--- src/rtl/integer_to_decimal_ascii_defines.svh ---
// Assertion macros for the decimal text converter.
`ifndef INTEGER_TO_DECIMAL_ASCII_DEFINES_SVH
`define INTEGER_TO_DECIMAL_ASCII_DEFINES_SVH

// Check cons in the same cycle as ante; reset masks the check.
`define ITDA_ASSERT_NOW(label, ante, cons, msg) \
    label: assert property (@(posedge i_clk) disable iff (!i_rst_n) \
        (ante) |-> (cons)) else $error(msg);

// Check cons in the cycle after ante; reset masks the check.
`define ITDA_ASSERT_NEXT(label, ante, cons, msg) \
    label: assert property (@(posedge i_clk) disable iff (!i_rst_n) \
        (ante) |=> (cons)) else $error(msg);

`endif

--- src/rtl/itda_pkg.sv ---
// Shared types, constants and width helpers for the decimal text converter.
package itda_pkg;

    localparam int DEF_VALUE_BITS = 32;

    localparam logic [7:0] CHAR_ZERO  = 8'h30;
    localparam logic [7:0] CHAR_NINE  = 8'h39;
    localparam logic [7:0] CHAR_MINUS = 8'h2D;

    // Decimal digits of the largest unsigned value of the given width.
    // 1233/4096 approximates log10(2); exact over 1..64 bits.
    function automatic int digit_count(input int bits);
        return ((bits * 1233) >>> 12) + 1;
    endfunction

    // Controller to datapath commands.
    typedef struct packed {
        logic load;       // capture input, take magnitude
        logic dabble;     // one shift-and-add-3 step
        logic skip;       // drop a leading zero digit
        logic put_sign;   // load minus sign into output register
        logic put_digit;  // load top digit into output register, advance
    } t_itda_cmd;

    // Datapath to controller status.
    typedef struct packed {
        logic cnt_one;    // step or digit counter at its final count
        logic top_zero;   // most significant remaining digit is zero
        logic neg;        // item prints with a minus sign
    } t_itda_status;

endpackage

--- src/rtl/itda_datapath.sv ---
// Datapath: magnitude, double-dabble BCD register, counter and output character.
module itda_datapath
    import itda_pkg::*;
#(
    parameter int VALUE_BITS = DEF_VALUE_BITS
) (
    input  logic                  i_clk,
    input  logic [VALUE_BITS-1:0] i_value,
    input  logic                  i_is_signed,
    input  t_itda_cmd             i_cmd,
    output t_itda_status          o_status,
    output logic [7:0]            o_character,
    output logic                  o_last
);

    localparam int ND  = digit_count(VALUE_BITS);
    localparam int BW  = 4 * ND;
    localparam int CMX = (VALUE_BITS > ND) ? VALUE_BITS : ND;
    localparam int CW  = $clog2(CMX + 1);

    logic                  r_neg;
    logic [VALUE_BITS-1:0] r_bin;
    logic [BW-1:0]         r_bcd;
    logic [CW-1:0]         r_cnt;
    logic [7:0]            r_char;
    logic                  r_last;

    logic [BW-1:0]         adj;
    logic                  in_neg;
    logic                  cnt_one;

    assign in_neg  = i_is_signed & i_value[VALUE_BITS-1];
    assign cnt_one = (r_cnt == CW'(1));

    // Add 3 to every digit of 5 or more ahead of the shift.
    always_comb begin
        for (int d = 0; d < ND; d++) begin
            adj[4*d +: 4] = (r_bcd[4*d +: 4] >= 4'd5) ? (r_bcd[4*d +: 4] + 4'd3)
                                                     : r_bcd[4*d +: 4];
        end
    end

    always_ff @(posedge i_clk) begin
        if (i_cmd.load) begin
            r_neg <= in_neg;
            r_bin <= in_neg ? (~i_value + {{(VALUE_BITS-1){1'b0}}, 1'b1}) : i_value;
            r_bcd <= '0;
            r_cnt <= CW'(VALUE_BITS);
        end else if (i_cmd.dabble) begin
            r_bcd <= {adj[BW-2:0], r_bin[VALUE_BITS-1]};
            r_bin <= {r_bin[VALUE_BITS-2:0], 1'b0};
            // reload the counter with the digit count on the last step
            r_cnt <= cnt_one ? CW'(ND) : (r_cnt - CW'(1));
        end else if (i_cmd.skip) begin
            r_bcd <= {r_bcd[BW-5:0], 4'b0000};
            r_cnt <= r_cnt - CW'(1);
        end else if (i_cmd.put_digit) begin
            r_char <= CHAR_ZERO | {4'b0000, r_bcd[BW-1 -: 4]};
            r_last <= cnt_one;
            r_bcd  <= {r_bcd[BW-5:0], 4'b0000};
            r_cnt  <= r_cnt - CW'(1);
        end else if (i_cmd.put_sign) begin
            r_char <= CHAR_MINUS;
            r_last <= 1'b0;
        end
    end

    assign o_status.cnt_one  = cnt_one;
    assign o_status.top_zero = (r_bcd[BW-1 -: 4] == 4'd0);
    assign o_status.neg      = r_neg;
    assign o_character       = r_char;
    assign o_last            = r_last;

endmodule

--- src/rtl/itda_ctrl.sv ---
// Controller: sequences conversion, zero skipping and character output.
module itda_ctrl
    import itda_pkg::*;
(
    input  logic         i_clk,
    input  logic         i_rst_n,
    input  logic         i_valid,
    output logic         o_stall,
    output logic         o_valid,
    input  logic         i_stall,
    input  t_itda_status i_status,
    output t_itda_cmd    o_cmd
);

    typedef enum logic [2:0] {
        ST_IDLE,
        ST_CONV,
        ST_SKIP,
        ST_SIGN,
        ST_EMIT
    } t_state;

    t_state r_state;
    t_state n_state;
    logic   r_valid;
    logic   n_valid;
    logic   slot_free;

    assign slot_free = !r_valid || !i_stall;

    always_comb begin
        n_state = r_state;
        o_cmd   = '0;
        n_valid = r_valid && i_stall;
        case (r_state)
            ST_IDLE: begin
                if (i_valid) begin
                    o_cmd.load = 1'b1;
                    n_state    = ST_CONV;
                end
            end
            ST_CONV: begin
                o_cmd.dabble = 1'b1;
                if (i_status.cnt_one) begin
                    n_state = ST_SKIP;
                end
            end
            ST_SKIP: begin
                if (i_status.top_zero && !i_status.cnt_one) begin
                    o_cmd.skip = 1'b1;
                end else begin
                    n_state = i_status.neg ? ST_SIGN : ST_EMIT;
                end
            end
            ST_SIGN: begin
                if (slot_free) begin
                    o_cmd.put_sign = 1'b1;
                    n_valid        = 1'b1;
                    n_state        = ST_EMIT;
                end
            end
            ST_EMIT: begin
                if (slot_free) begin
                    o_cmd.put_digit = 1'b1;
                    n_valid         = 1'b1;
                    if (i_status.cnt_one) begin
                        n_state = ST_IDLE;
                    end
                end
            end
            default: begin
                n_state = ST_IDLE;
            end
        endcase
    end

    always_ff @(posedge i_clk) begin
        if (!i_rst_n) begin
            r_state <= ST_IDLE;
            r_valid <= 1'b0;
        end else begin
            r_state <= n_state;
            r_valid <= n_valid;
        end
    end

    assign o_stall = (r_state != ST_IDLE);
    assign o_valid = r_valid;

endmodule

--- src/rtl/integer_to_decimal_ascii.sv ---
// Top level of the binary word to decimal ASCII text converter.
//
// Input channel (i_valid / o_stall): one transfer carries i_value and
// i_is_signed. With i_is_signed high the word is two's complement.
// Output channel (o_valid / i_stall): one transfer per ASCII character,
// a minus sign for a negative signed word, then the digits most
// significant first without leading zeros; o_last marks the final one.
// Sequence: the accept loads the word, the shift-and-add-3 conversion
// steps through the input bits, then leading zero digits are dropped one
// per cycle, a decision state picks sign or digit, and the sign (for a
// negative word) and the remaining digits leave one per cycle while the
// receiver does not stall. At 32 bits there are 10 digit slots.
// One item is in work at a time; o_stall stays high from accept until the
// last character sits in the output register, so the next transfer can be
// taken while that character still waits on a stalled receiver.
// Reset (synchronous, active low) empties the output register and returns
// the controller to idle; a stalled character holds its value.
`include "integer_to_decimal_ascii_defines.svh"

module integer_to_decimal_ascii
    import itda_pkg::*;
#(
    parameter int VALUE_BITS = DEF_VALUE_BITS
) (
    input  logic                  i_clk,
    input  logic                  i_rst_n,
    input  logic                  i_valid,
    output logic                  o_stall,
    input  logic [VALUE_BITS-1:0] i_value,
    input  logic                  i_is_signed,
    output logic                  o_valid,
    input  logic                  i_stall,
    output logic [7:0]            o_character,
    output logic                  o_last
);

    t_itda_cmd    cmd;
    t_itda_status status;
    logic         char_is_minus;
    logic         char_is_digit;

    // Controller: owns the state, output valid and input stall.
    itda_ctrl u_ctrl (
        .i_clk    (i_clk),
        .i_rst_n  (i_rst_n),
        .i_valid  (i_valid),
        .o_stall  (o_stall),
        .o_valid  (o_valid),
        .i_stall  (i_stall),
        .i_status (status),
        .o_cmd    (cmd)
    );

    // Datapath: magnitude, BCD digits and the output character register.
    itda_datapath #(
        .VALUE_BITS (VALUE_BITS)
    ) u_datapath (
        .i_clk       (i_clk),
        .i_value     (i_value),
        .i_is_signed (i_is_signed),
        .i_cmd       (cmd),
        .o_status    (status),
        .o_character (o_character),
        .o_last      (o_last)
    );

    assign char_is_minus = (o_character == CHAR_MINUS);
    assign char_is_digit = (o_character >= CHAR_ZERO) && (o_character <= CHAR_NINE);

    // Every shown character is a digit or the minus sign.
    `ITDA_ASSERT_NOW(a_char_range, o_valid, char_is_minus || char_is_digit, "bad character")
    // A minus sign is never the final character.
    `ITDA_ASSERT_NOW(a_sign_not_last, o_valid && char_is_minus, !o_last, "minus sign marked last")
    // An accepted item blocks the input in the following cycle.
    `ITDA_ASSERT_NEXT(a_busy_after_accept, i_valid && !o_stall, o_stall, "input not blocked")
    // Only one datapath command at a time.
    `ITDA_ASSERT_NOW(a_one_cmd, 1'b1, $onehot0(cmd), "conflicting datapath commands")

endmodule

--- config.mk ---
export PLATFORM = sky130hd
export DESIGN_NAME = integer_to_decimal_ascii
export DESIGN_NICKNAME = d
export VERILOG_FILES = /design/src/rtl/itda_pkg.sv /design/src/rtl/itda_datapath.sv /design/src/rtl/itda_ctrl.sv /design/src/rtl/integer_to_decimal_ascii.sv
export VERILOG_INCLUDE_DIRS = /design/src /design/src/rtl
export SDC_FILE = /design/constraint.sdc
export NUM_CORES = 1
export LEC_CHECK = 0
export BUFFER_PORTS_ARGS = -buffer_cell sky130_fd_sc_hd__buf_2
export CAP_MARGIN = 20
export CORE_ASPECT_RATIO = 1.4
export CORE_MARGIN = 8
export CORE_UTILIZATION = 44
export CTS_BUF_LIST = sky130_fd_sc_hd__clkbuf_8
export CTS_CLUSTER_SIZE = 24
export DETAILED_ROUTE_END_ITERATION = 6
export HOLD_SLACK_MARGIN = 0.15
export PLACE_DENSITY_LB_ADDON = 0.15
export SLEW_MARGIN = 20
export SYNTH_ARGS = -nofsm -noshare
export SYNTH_HDL_FRONTEND = slang
export SYNTH_SLANG_ARGS = --single-unit
--- constraint.sdc ---
create_clock -name i_clk -period 5.45 [get_ports i_clk]
set_input_delay 0 -clock i_clk [delete_from_list [all_inputs] [get_ports i_clk]]
set_output_delay 0 -clock i_clk [all_outputs]
set_load 0.01 [all_outputs]
After elaboration in Yosys (flattened, before gate mapping)
Index checks and enable logic that the tools add are counted.

word-level totals
  flip-flop bits (word level) = 89
  input port bits = 37
  output and inout port bits = 11
  logic and storage cells = 104

operators by class
  add/subtract/negate cells = 12
  magnitude comparators = 10
  eq/ne operators = 11
  mux-type cells = 42
  bitwise logic cells = 5
  reduce and logical (&&, ||, !) cells = 15

operators by type and width
  kind                                                  count
  2-to-1 mux 40 bit                                     3
  2-to-1 mux 32 bit                                     3
  >= comparator 4 x 3 -> 1 bit (second input constant)  10
  2-to-1 mux 4 bit                                      10
  adder 4 x 2 -> 4 bit (second input constant)          9
  adder 32 x 1 -> 32 bit (second input constant)        1
  inverter 32 bit                                       1
  2-to-1 mux 3 bit                                      8
  2-to-1 mux 6 bit                                      4
  one-hot mux 3 bit (5 select lines)                    1
  2-to-1 mux 1 bit                                      12
  != test 2 x 1 -> 1 bit (second input constant)        4
  equality test 3 x 2 -> 1 bit (second input constant)  2
  equality test 6 x 1 -> 1 bit (second input constant)  1
  AND reduction 6 bit                                   1
  nonzero test 3 bit                                    2
  subtractor 6 x 1 -> 6 bit (second input constant)     1
  2-to-1 mux 5 bit                                      1
  logical NOT 4 bit                                     1
  != test 2 bit (second input constant)                 2
  AND reduction 4 bit                                   1
  nonzero test 2 bit                                    2
  adder 3 x 2 -> 3 bit (second input constant)          1
  equality test 3 x 1 -> 1 bit (second input constant)  1
  other kinds (8)                                       13

Longest topological paths before layout
Gate-level depths: netlist of run 1.

  word-level depth = 7
  gate-level depth with buffers = 9
  gate-level depth less buffers = 7

Cells and area by module
A second synthesis of run 1 with hierarchy kept.

second synthesis, totals
  cell total of the unflattened synthesis = 636
  area, all modules = 5407.7 um^2

by module, submodules not included
  module         instances  cells each  area each (um^2)
  itda_datapath  1          600         5109.9
  itda_ctrl      1          36          297.8

Worst setup path before layout of run 1
No wires, ideal clock.

  kind = flip-flop to flip-flop
  start = register u_ctrl.r_state[2]
  end = register u_datapath.r_bin[0] (enable)
  arrival = 2.212 ns
  required time = 5.061 ns
  path slack = 2.848 ns
  cell stages (with the launch flop) = 7
  buffers on the path = 4
  clock period less this slack = 2.602 ns
  path through = dfxtp_1 -> clkbuf_1 -> or4b_1 -> clkbuf_1 -> clkbuf_1 -> buf_1 -> nand2_1

between the ends
  longest elaborated chain between the ends = 3
  elaborated cells between the ends (all ways) = 5
  those cells by class = eq/ne (1); mux (2); reduce/logical (2)

RTL lines
  element                                                            line                 text
  start: declaration                                                 itda_ctrl.sv:23      t_state r_state;
  start signal: assignment                                           itda_ctrl.sv:82      r_state <= n_state;
  equality test 3 x 1 -> 1 bit or logical NOT 3 bit (tied branches)  itda_ctrl.sv:35      case (r_state)
  2-to-1 mux 1 bit                                                   itda_ctrl.sv:35
  nonzero test 2 bit (no source line) (*)                            --
  end signal: assignment                                             itda_datapath.sv:46  r_bin <= in_neg ? (~i_value + {{(VALUE_BITS-1){1'b0}}, 1'b1}) : i_value;
  end signal: assignment                                             itda_datapath.sv:51  r_bin <= {r_bin[VALUE_BITS-2:0], 1'b0};
  end: declaration                                                   itda_datapath.sv:22  logic [VALUE_BITS-1:0] r_bin;

Mark *: on every way between the ends. The rest lies on a longest branch, timed or not.
A chain may end at the register's enable or synchronous reset.

Worst setup path after layout of run 1
  start = register u_ctrl.r_state[1]
  end = register u_datapath.r_bin[31] (data pin)

between the ends
  longest elaborated chain between the ends = 3

RTL lines
  element            line                 text
  logical NOT 3 bit  itda_ctrl.sv:35
  2-to-1 mux 1 bit   itda_ctrl.sv:35
  2-to-1 mux 32 bit  itda_datapath.sv:44  if (i_cmd.load) begin

Every way passes these cells.

==> results of run 1 <==
[layer usage]
| layer | part of all wire (%) | wire length [um] | track usage [%] |
|---|---|---|---|
| met5 | 0 | 0 | 0 |
| met4 | 1.7 | 224 | 5.83 |
| met3 | 3.8 | 497 | 3.35 |
| met2 | 52 | 6720 | 29.3 |
| met1 | 43 | 5530 | 16.9 |
[critical path: cells and delay by family (launching register included)]
kind	cells	cell delay (ns)
AOI/OAI and AO/OA	1	0.25
buffers and inverters	2	1.32
DFF	1	0.44
and+or+nand+nor	2	1.22
[final timing paths]
| path | depth (start not counted) | to | start |
|---|---|---|---|
| worst max-delay path | 5 | u_datapath.r_bin[31]$_DFFE_PP_ | u_ctrl.r_state[1]$_SDFFE_PN0P_ |
| worst min-delay path | 3 | u_ctrl.r_state[2]$_SDFFE_PN0P_ | i_rst_n |
| worst max register to register | 5 | u_datapath.r_bin[31]$_DFFE_PP_ | u_ctrl.r_state[1]$_SDFFE_PN0P_ |
| worst min register to register | 2 | u_datapath.r_cnt[4]$_SDFFE_PP0P_ | u_datapath.r_cnt[4]$_SDFFE_PP0P_ |
[synth_stat cells (4+ instances only)]
| master | count |
|---|---|
| o21ai_1 | 5 |
| or2_2 | 4 |
| a32oi_1 | 8 |
| nor4_1 | 6 |
| clkbuf_1 | 28 |
| nor3b_1 | 5 |
| a211oi_1 | 20 |
| or4_1 | 5 |
| edfxtp_1 | 39 |
| nand3_1 | 21 |
| or3_1 | 4 |
| buf_4 | 4 |
| nor2_1 | 48 |
| o2111ai_1 | 8 |
| xnor2_1 | 32 |
| a21oi_1 | 42 |
| o221ai_1 | 8 |
| nand2b_1 | 22 |
| dfxtp_1 | 50 |
| buf_2 | 7 |
| inv_1 | 29 |
| a31oi_1 | 12 |
| nand2_1 | 84 |
| a311oi_1 | 13 |
| xor2_1 | 6 |
| nor3_1 | 33 |
| o21ai_0 | 41 |
| ha_1 | 24 |
[power by group through the flow]
stage | Clock, W | Sequential, W | Combinational, W
floorplan | 0 | 0.000912 | 0.000415
global route | 0.000492 | 0.000946 | 0.000614
detailed placement | 0 | 0.000943 | 0.000519
CTS | 0.000470 | 0.000928 | 0.000544
finish | 0.000451 | 0.000928 | 0.000541
global placement | 0 | 0.000938 | 0.000503
[cells by family (layout without fill, tap and decap cells)]
| kind of cell | Yosys count | in the layout | synth area share [%] |
|---|---|---|---|
| AOI/OAI and AO/OA | 181 | 181 | 21.6 |
| xor gates and xnor gates | 38 | 38 | 6.01 |
| other | 2 | 3 | 0.136 |
| muxes | 4 | 4 | 0.746 |
| and+or+nand+nor | 245 | 245 | 21.3 |
| buffers and inverters | 74 | 135 | 5.58 |
| adders and majority gates | 24 | 24 | 5.42 |
| DFF | 89 | 89 | 39.2 |
[state kept, by name, indices dropped and copies added (netlist names)]
register,count
u_datapath.r_neg,1
u_datapath.r_cnt,6
u_datapath.r_bin,32
u_datapath.r_bcd,40
u_ctrl.r_state,3
u_datapath.o_last,1
u_datapath.o_character,5
u_ctrl.o_valid,1
[area by class of cell]
class | count | share of cell area, %
Multi-Input combinational cell | 495 | 48.1
Clock inverter | 7 | 1.12
Tap cell | 150 | 2.94
Inverter | 31 | 1.82
Clock buffer | 9 | 1.94
Sequential cell | 89 | 34.0
Timing Repair Buffer | 88 | 10.1
[metrics by stage]
stage                     utilization (%)  power [W]
final                                51.8    0.00192
after detailed placement             47.2    0.00146
after floorplan                         -    0.00133
after global routing                 51.8    0.00205
after global placement               47.2    0.00144
after CTS                            51.8    0.00194
==> run summary, run 1 <==
CTS Buf Count - 9
Die area - 16500 um2
Area growth syn-to-layout - 15.3%
Yosys warns - 0
Post-DP HPWL - 8650 um
LEAKAGE - 2.27 nW
CP max stage delay - 1.14 ns
Design area - 6380 um2
Worst slack, placed - 2.63 ns
Post-layout min period - 3.37 ns
# resized after CTS - 0
#FFs+latches synth - 89
Max-cap viol count - 0
Initial antenna violation count - 0
Clk pwr share - 23.5%
Largest area contributor in the netlist - edfxtp_1
Critical Path AT - 3.60 ns
DR WL/cell - 14.9 um
Initial DRC Count - 219
Element type at the critical path end - register
Final setup fails - 0
Most frequent cells in the layout - 84 x nand2_1, 50 x dfxtp_1, 47 x nor2_1, 44 x buf_2, 42 x a21oi_1
Worst Max-Slew Pin Slew - 1.02 ns
Routability cong. - 0.792
Die X - 111 um
Core box area - 12300 um2
Die Y - 149 um
Final Max Slew Viols - 0
Run status - finished clean
Setup ws final - 2.08 ns
Clock Tree Root - clkbuf_8
Max Buffers Root-to-Sink - 2
FF-to-FF setup slack - 2.08 ns
Peak VDD IR - 0.168 mV
Post-synth EDFFs - 39
Port Buffers - 44
Final hold violations - 0
DRC - 0
CTS HTree Levels - 3
Primary FF master, synth - dfxtp_1
Initial Util - 45.0%
GRT Util Overall - 15.7%
Row count - 48
Internal Pwr Total - 0.00127 W
# hold bufs at CTS - 37
Synth cell types - 58
Final Hold Slack - 0.445 ns
Number of routed nets with antenna violations - 0
# clock sinks - 89
Setup Fix Bufs, Post-CTS - 0
Layout cells sized above 1 - 11.4%
# IOs - 48
Sw power - 0.000656 W
Ys async rst share - 0%
Placed Instance Area - 5820 um2
Crit-path slowest cell - or4b_2
Number of global-route vias before repair - 4982
Final std cells w/o fill - 869
Crit path cell chain - or4b_2, inv_2, nor2_1, a311oi_1, dlygate4sd3_1
Post-layout net count - 775
Critical path type - reg -> reg
Leading cell type in the layout, fill and taps excluded - nand2_1
Avg Vias per Cell - 5.73
Yosys top cell area share - 21.2%
FF/Latch Area - 2170 um2
CTS tree - done
Max-slew headroom - 31.2%
Startpoint types - register
Gr ovfl total - 0
Number of diodes - 0
DRT Pass-1 Iters - 5
Clk_lat worst skew - 0.36 ns
Sequential share of power - 48.3%
Reg clk slew, reported paths - 0.09 ns
Top cells by area, synth - edfxtp_1 21%, dfxtp_1 18%, nand2_1 5.7%
Power Density - 301 nW/um2
Fillers - 1131
Skew final - 0.00921 ns
Setup TNS - 0 ns
RSZ-0062 raised after global routing - false
Post-Syn Area - 5540 um2
First-pass GRT wire length - 22400 um
Placed Cells incl. Taps - 816
Post-Syn Instances - 657
Combinational group share of total power - 28.2%
Max Clk Rate - 0.297 GHz
Worst Hold Class - in -> reg
WP data required - 5.68 ns
Fin crit share - 61.9%
Final wirelength - 13000 um
Post-synthesis average cell area - 8.43 um2
Largest net degree at the start of global routing - 51
Multi-input logic area - 3070 um2
Critical-path maximum fanout - 47
Sw Ratio - 34.1%
Post-synthesis sequential area ratio - 39.2%
Via Count - 4979
Power figures use the tool's default switching activity.
==> inputs of run 2 (changes only) <==
==> constraint.sdc (replaced) <==
create_clock -name i_clk -period 3.1 [get_ports i_clk]
set_input_delay 0 -clock i_clk [delete_from_list [all_inputs] [get_ports i_clk]]
set_output_delay 0 -clock i_clk [all_outputs]
set_load 0.01 [all_outputs]
==> run summary, run 2 (synthesis gave the netlist of run 1 again) <==
Run status - finished clean (unchanged)
Max Clk Rate - 0.367 GHz
Critical path type - in -> reg (was reg -> reg)
R2R depth - 6 (was 5)
Max-slew headroom - 49.9% (was 31.2%)
Multi-input logic area - 3070 um2 (unchanged)
DR WL met2 - 6520 um (was 6720 um)
Max reg flops - 40 (unchanged)
Initial DRC Count - 279 (was 219)
Avg Vias per Cell - 5.70 (was 5.73)
DRC - 0 (unchanged)
Fillers - 1159 (was 1131)
Number of diodes - 0 (unchanged)
Die area - 16500 um2 (unchanged)
Worst r2r src - u_ctrl.r_state[1]$_SDFFE_PN0P_ (unchanged)
Die Y - 149 um (unchanged)
Worst Setup SP - i_value[0] (was u_ctrl.r_state[1]$_SDFFE_PN0P_)
WHS Path Cells - 4 (was 3)
Fin crit share - 87.9%
Layout cells sized above 1 - 12.2% (was 11.4%)
Peak VDD IR - 0.247 mV (was 0.168 mV)
CTS Buf Count - 9 (unchanged)
Final setup fails - 0 (unchanged)
Leading cell type in the layout, fill and taps excluded - nand2_1 (unchanged)
Critical-path maximum fanout - 6 (was 47)
Design area - 6460 um2 (was 6380 um2)
Skew final - 0.0102 ns (was 0.00921 ns)
FF-to-FF End - u_datapath.r_bin[28]$_DFFE_PP_ (was u_datapath.r_bin[31]$_DFFE_PP_)
Crit path buf inv count - 4 (was 2)
Final Total Pwr - 0.00352 W (was 0.00192 W)
Placed Instance Area - 5870 um2 (was 5820 um2)
CTS tree - done (unchanged)
CP max stage delay - 0.55 ns (was 1.14 ns)
RSZ-0062 raised after global routing - false (unchanged)
Final hold violations - 0 (unchanged)
Worst Max-Slew Pin Slew - 0.745 ns (was 1.02 ns)
Critical path's top delay family - buffers and inverters (unchanged)
Most frequent cells in the layout - 84 x nand2_1, 50 x dfxtp_1, 47 x nor2_1, 44 x buf_2, 42 x a21oi_1 (unchanged)
Final std cells w/o fill - 874 (was 869)
Routability cong. - 0.827 (was 0.792)
Final wirelength - 13000 um (about the same)
Crit path cell chain - dlygate4sd3_1, buf_2, inv_1, ha_1, or3b_2, nor2_1, nand4_1, mux2i_1, nand3_1, dlygate4sd3_1 (was or4b_2, inv_2, nor2_1, a311oi_1, dlygate4sd3_1)
FF/Latch Area - 2170 um2 (unchanged)
CTS HTree Levels - 3 (unchanged)
Startpoint types - input pin (was register)
Number of routed nets with antenna violations - 0 (unchanged)
Post-layout net count - 780 (was 775)
Post-layout min period - 2.72 ns
Hold-critical path endpoint - u_datapath.r_bin[1]$_DFFE_PP_ (was u_ctrl.r_state[2]$_SDFFE_PN0P_)
Row count - 48 (unchanged)
Wl on met1 - 5690 um (was 5530 um)
Number of global-route vias before repair - 4849 (was 4982)
Reg clk slew, reported paths - 0.09 ns (about the same)
GRT Util Overall - 15.7% (about the same)
Biggest regs - u_datapath.r_bcd (40), u_datapath.r_bin (32), u_datapath.r_cnt (6) (unchanged)
DRT Pass-1 Iters - 4 (was 5)
Placed Cells incl. Taps - 821 (was 816)
Met3 WL - 542 um (was 497 um)
Initial antenna violation count - 0 (unchanged)
Largest net degree at the start of global routing - 49 (was 51)
Gr ovfl total - 0 (unchanged)
Max Buffers Root-to-Sink - 2 (unchanged)
# clock sinks - 89 (unchanged)
# IOs - 48 (unchanged)
Critical Path AT - 2.84 ns (was 3.60 ns)
Core box area - 12300 um2 (unchanged)
Die X - 111 um (unchanged)
DR WL/cell - 14.9 um (about the same)
Worst Hold Class - in -> reg (unchanged)
Crit-path slowest cell - dlygate4sd3_1 (was or4b_2)
Element type at the critical path end - register (unchanged)
# resized after CTS - 0 (unchanged)
Register with the most flip-flops - u_datapath.r_bcd (unchanged)
Port Buffers - 44 (unchanged)
Clk_lat worst skew - 0.36 ns (about the same)
Hold Crit Start - i_value[31] (was i_rst_n)
FF-to-FF setup slack - 0.55 ns (was 2.08 ns)
Max-cap viol count - 0 (unchanged)
Initial Util - 45.0% (unchanged)
Highest Signal Layer - met4 (unchanged)
Clock Tree Root - clkbuf_8 (unchanged)
Setup Fix Bufs, Post-CTS - 0 (unchanged)
LEAKAGE - 2.32 nW (was 2.27 nW)
Post-DP HPWL - 8760 um (was 8650 um)
Area growth syn-to-layout - 16.8% (was 15.3%)
Most frequent CP cell - dlygate4sd3_1
Via Count - 4982 (was 4979)
WP data required - 3.21 ns (was 5.68 ns)
First-pass GRT wire length - 22200 um (was 22400 um)
Setup TNS - 0 ns (unchanged)
Final Max Slew Viols - 0 (unchanged)
Power Density - 544 nW/um2 (was 301 nW/um2)
run 2: cell count changes in the layout (fill, tap and decap cells not counted):
cell        before  now
clkinv_4         2    0
clkinv_2         1    2
buf_4            7   11
clkbuf_8         9   11
bufinv_16        1    2
clkinvlp_4       2    1
clkinv_1         2    1
buf_12           0    1
run 2: final cells by class:
cell class | instances | area share (%)
multi-input combinational | 495 | 47.4
sequential | 89 | 33.6
timing repair buffer | 93 | 10.7
tap | 150 | 2.90
clock buffer | 11 | 2.34
inverter | 31 | 1.80
clock inverter | 5 | 1.20
run 2: routing by layer:
metal | vias to the layer above | track usage (%)
met5 | - | 0
met4 | 0 | 7.86
met3 | 19 | 2.70
met2 | 104 | 28.1
met1 | 2348 | 17.6
li1 | 2511 | -
run 2: report_power, final:
part	total [W]	internal (W)	switching [W]
Clock	0.000925	0.000496	0.000429
Combinational	0.000963	0.000414	0.000549
Sequential	0.00163	0.00145	0.000180
Total	0.00352	0.00236	0.00116
run 2: stage by stage:
step,util (%),hold slack (ns),setup WS [ns]
after global routing,52.5,0.477,0.251
final,52.5,0.392,0.376
after floorplan,-,0.118,0.498
after global placement,47.6,0.276,0.634
after CTS,52.5,0.363,0.409
after detailed placement,47.6,0.300,0.564
run 2: worst max-delay path by stage:
stage	to	slack, ns	cells after the start
finish	u_datapath.r_bin[28]$_DFFE_PP_	0.38	10
CTS	u_datapath.r_bin[28]$_DFFE_PP_	0.41	10
floorplan	u_datapath.r_bin[0]$_SDFFCE_PN0P_	0.50	6
detailed placement	u_datapath.r_cnt[3]$_SDFFE_PP0P_	0.56	7
global placement	u_datapath.r_cnt[3]$_SDFFE_PP0P_	0.63	7
global route	u_datapath.r_cnt[3]$_SDFFE_PP0P_	0.25	7
run 2: tightest hold or removal path, stage by stage:
cell and delay (ns):
buf_2 0.09, nand2_1 0.26, nand2_1 0.16, a31oi_1 0.08
run 2: timing repair:
action	CTS	global route
endpoints found under the setup margin	0	0
hold endpoints to repair	42	0
hold buffers	37	0
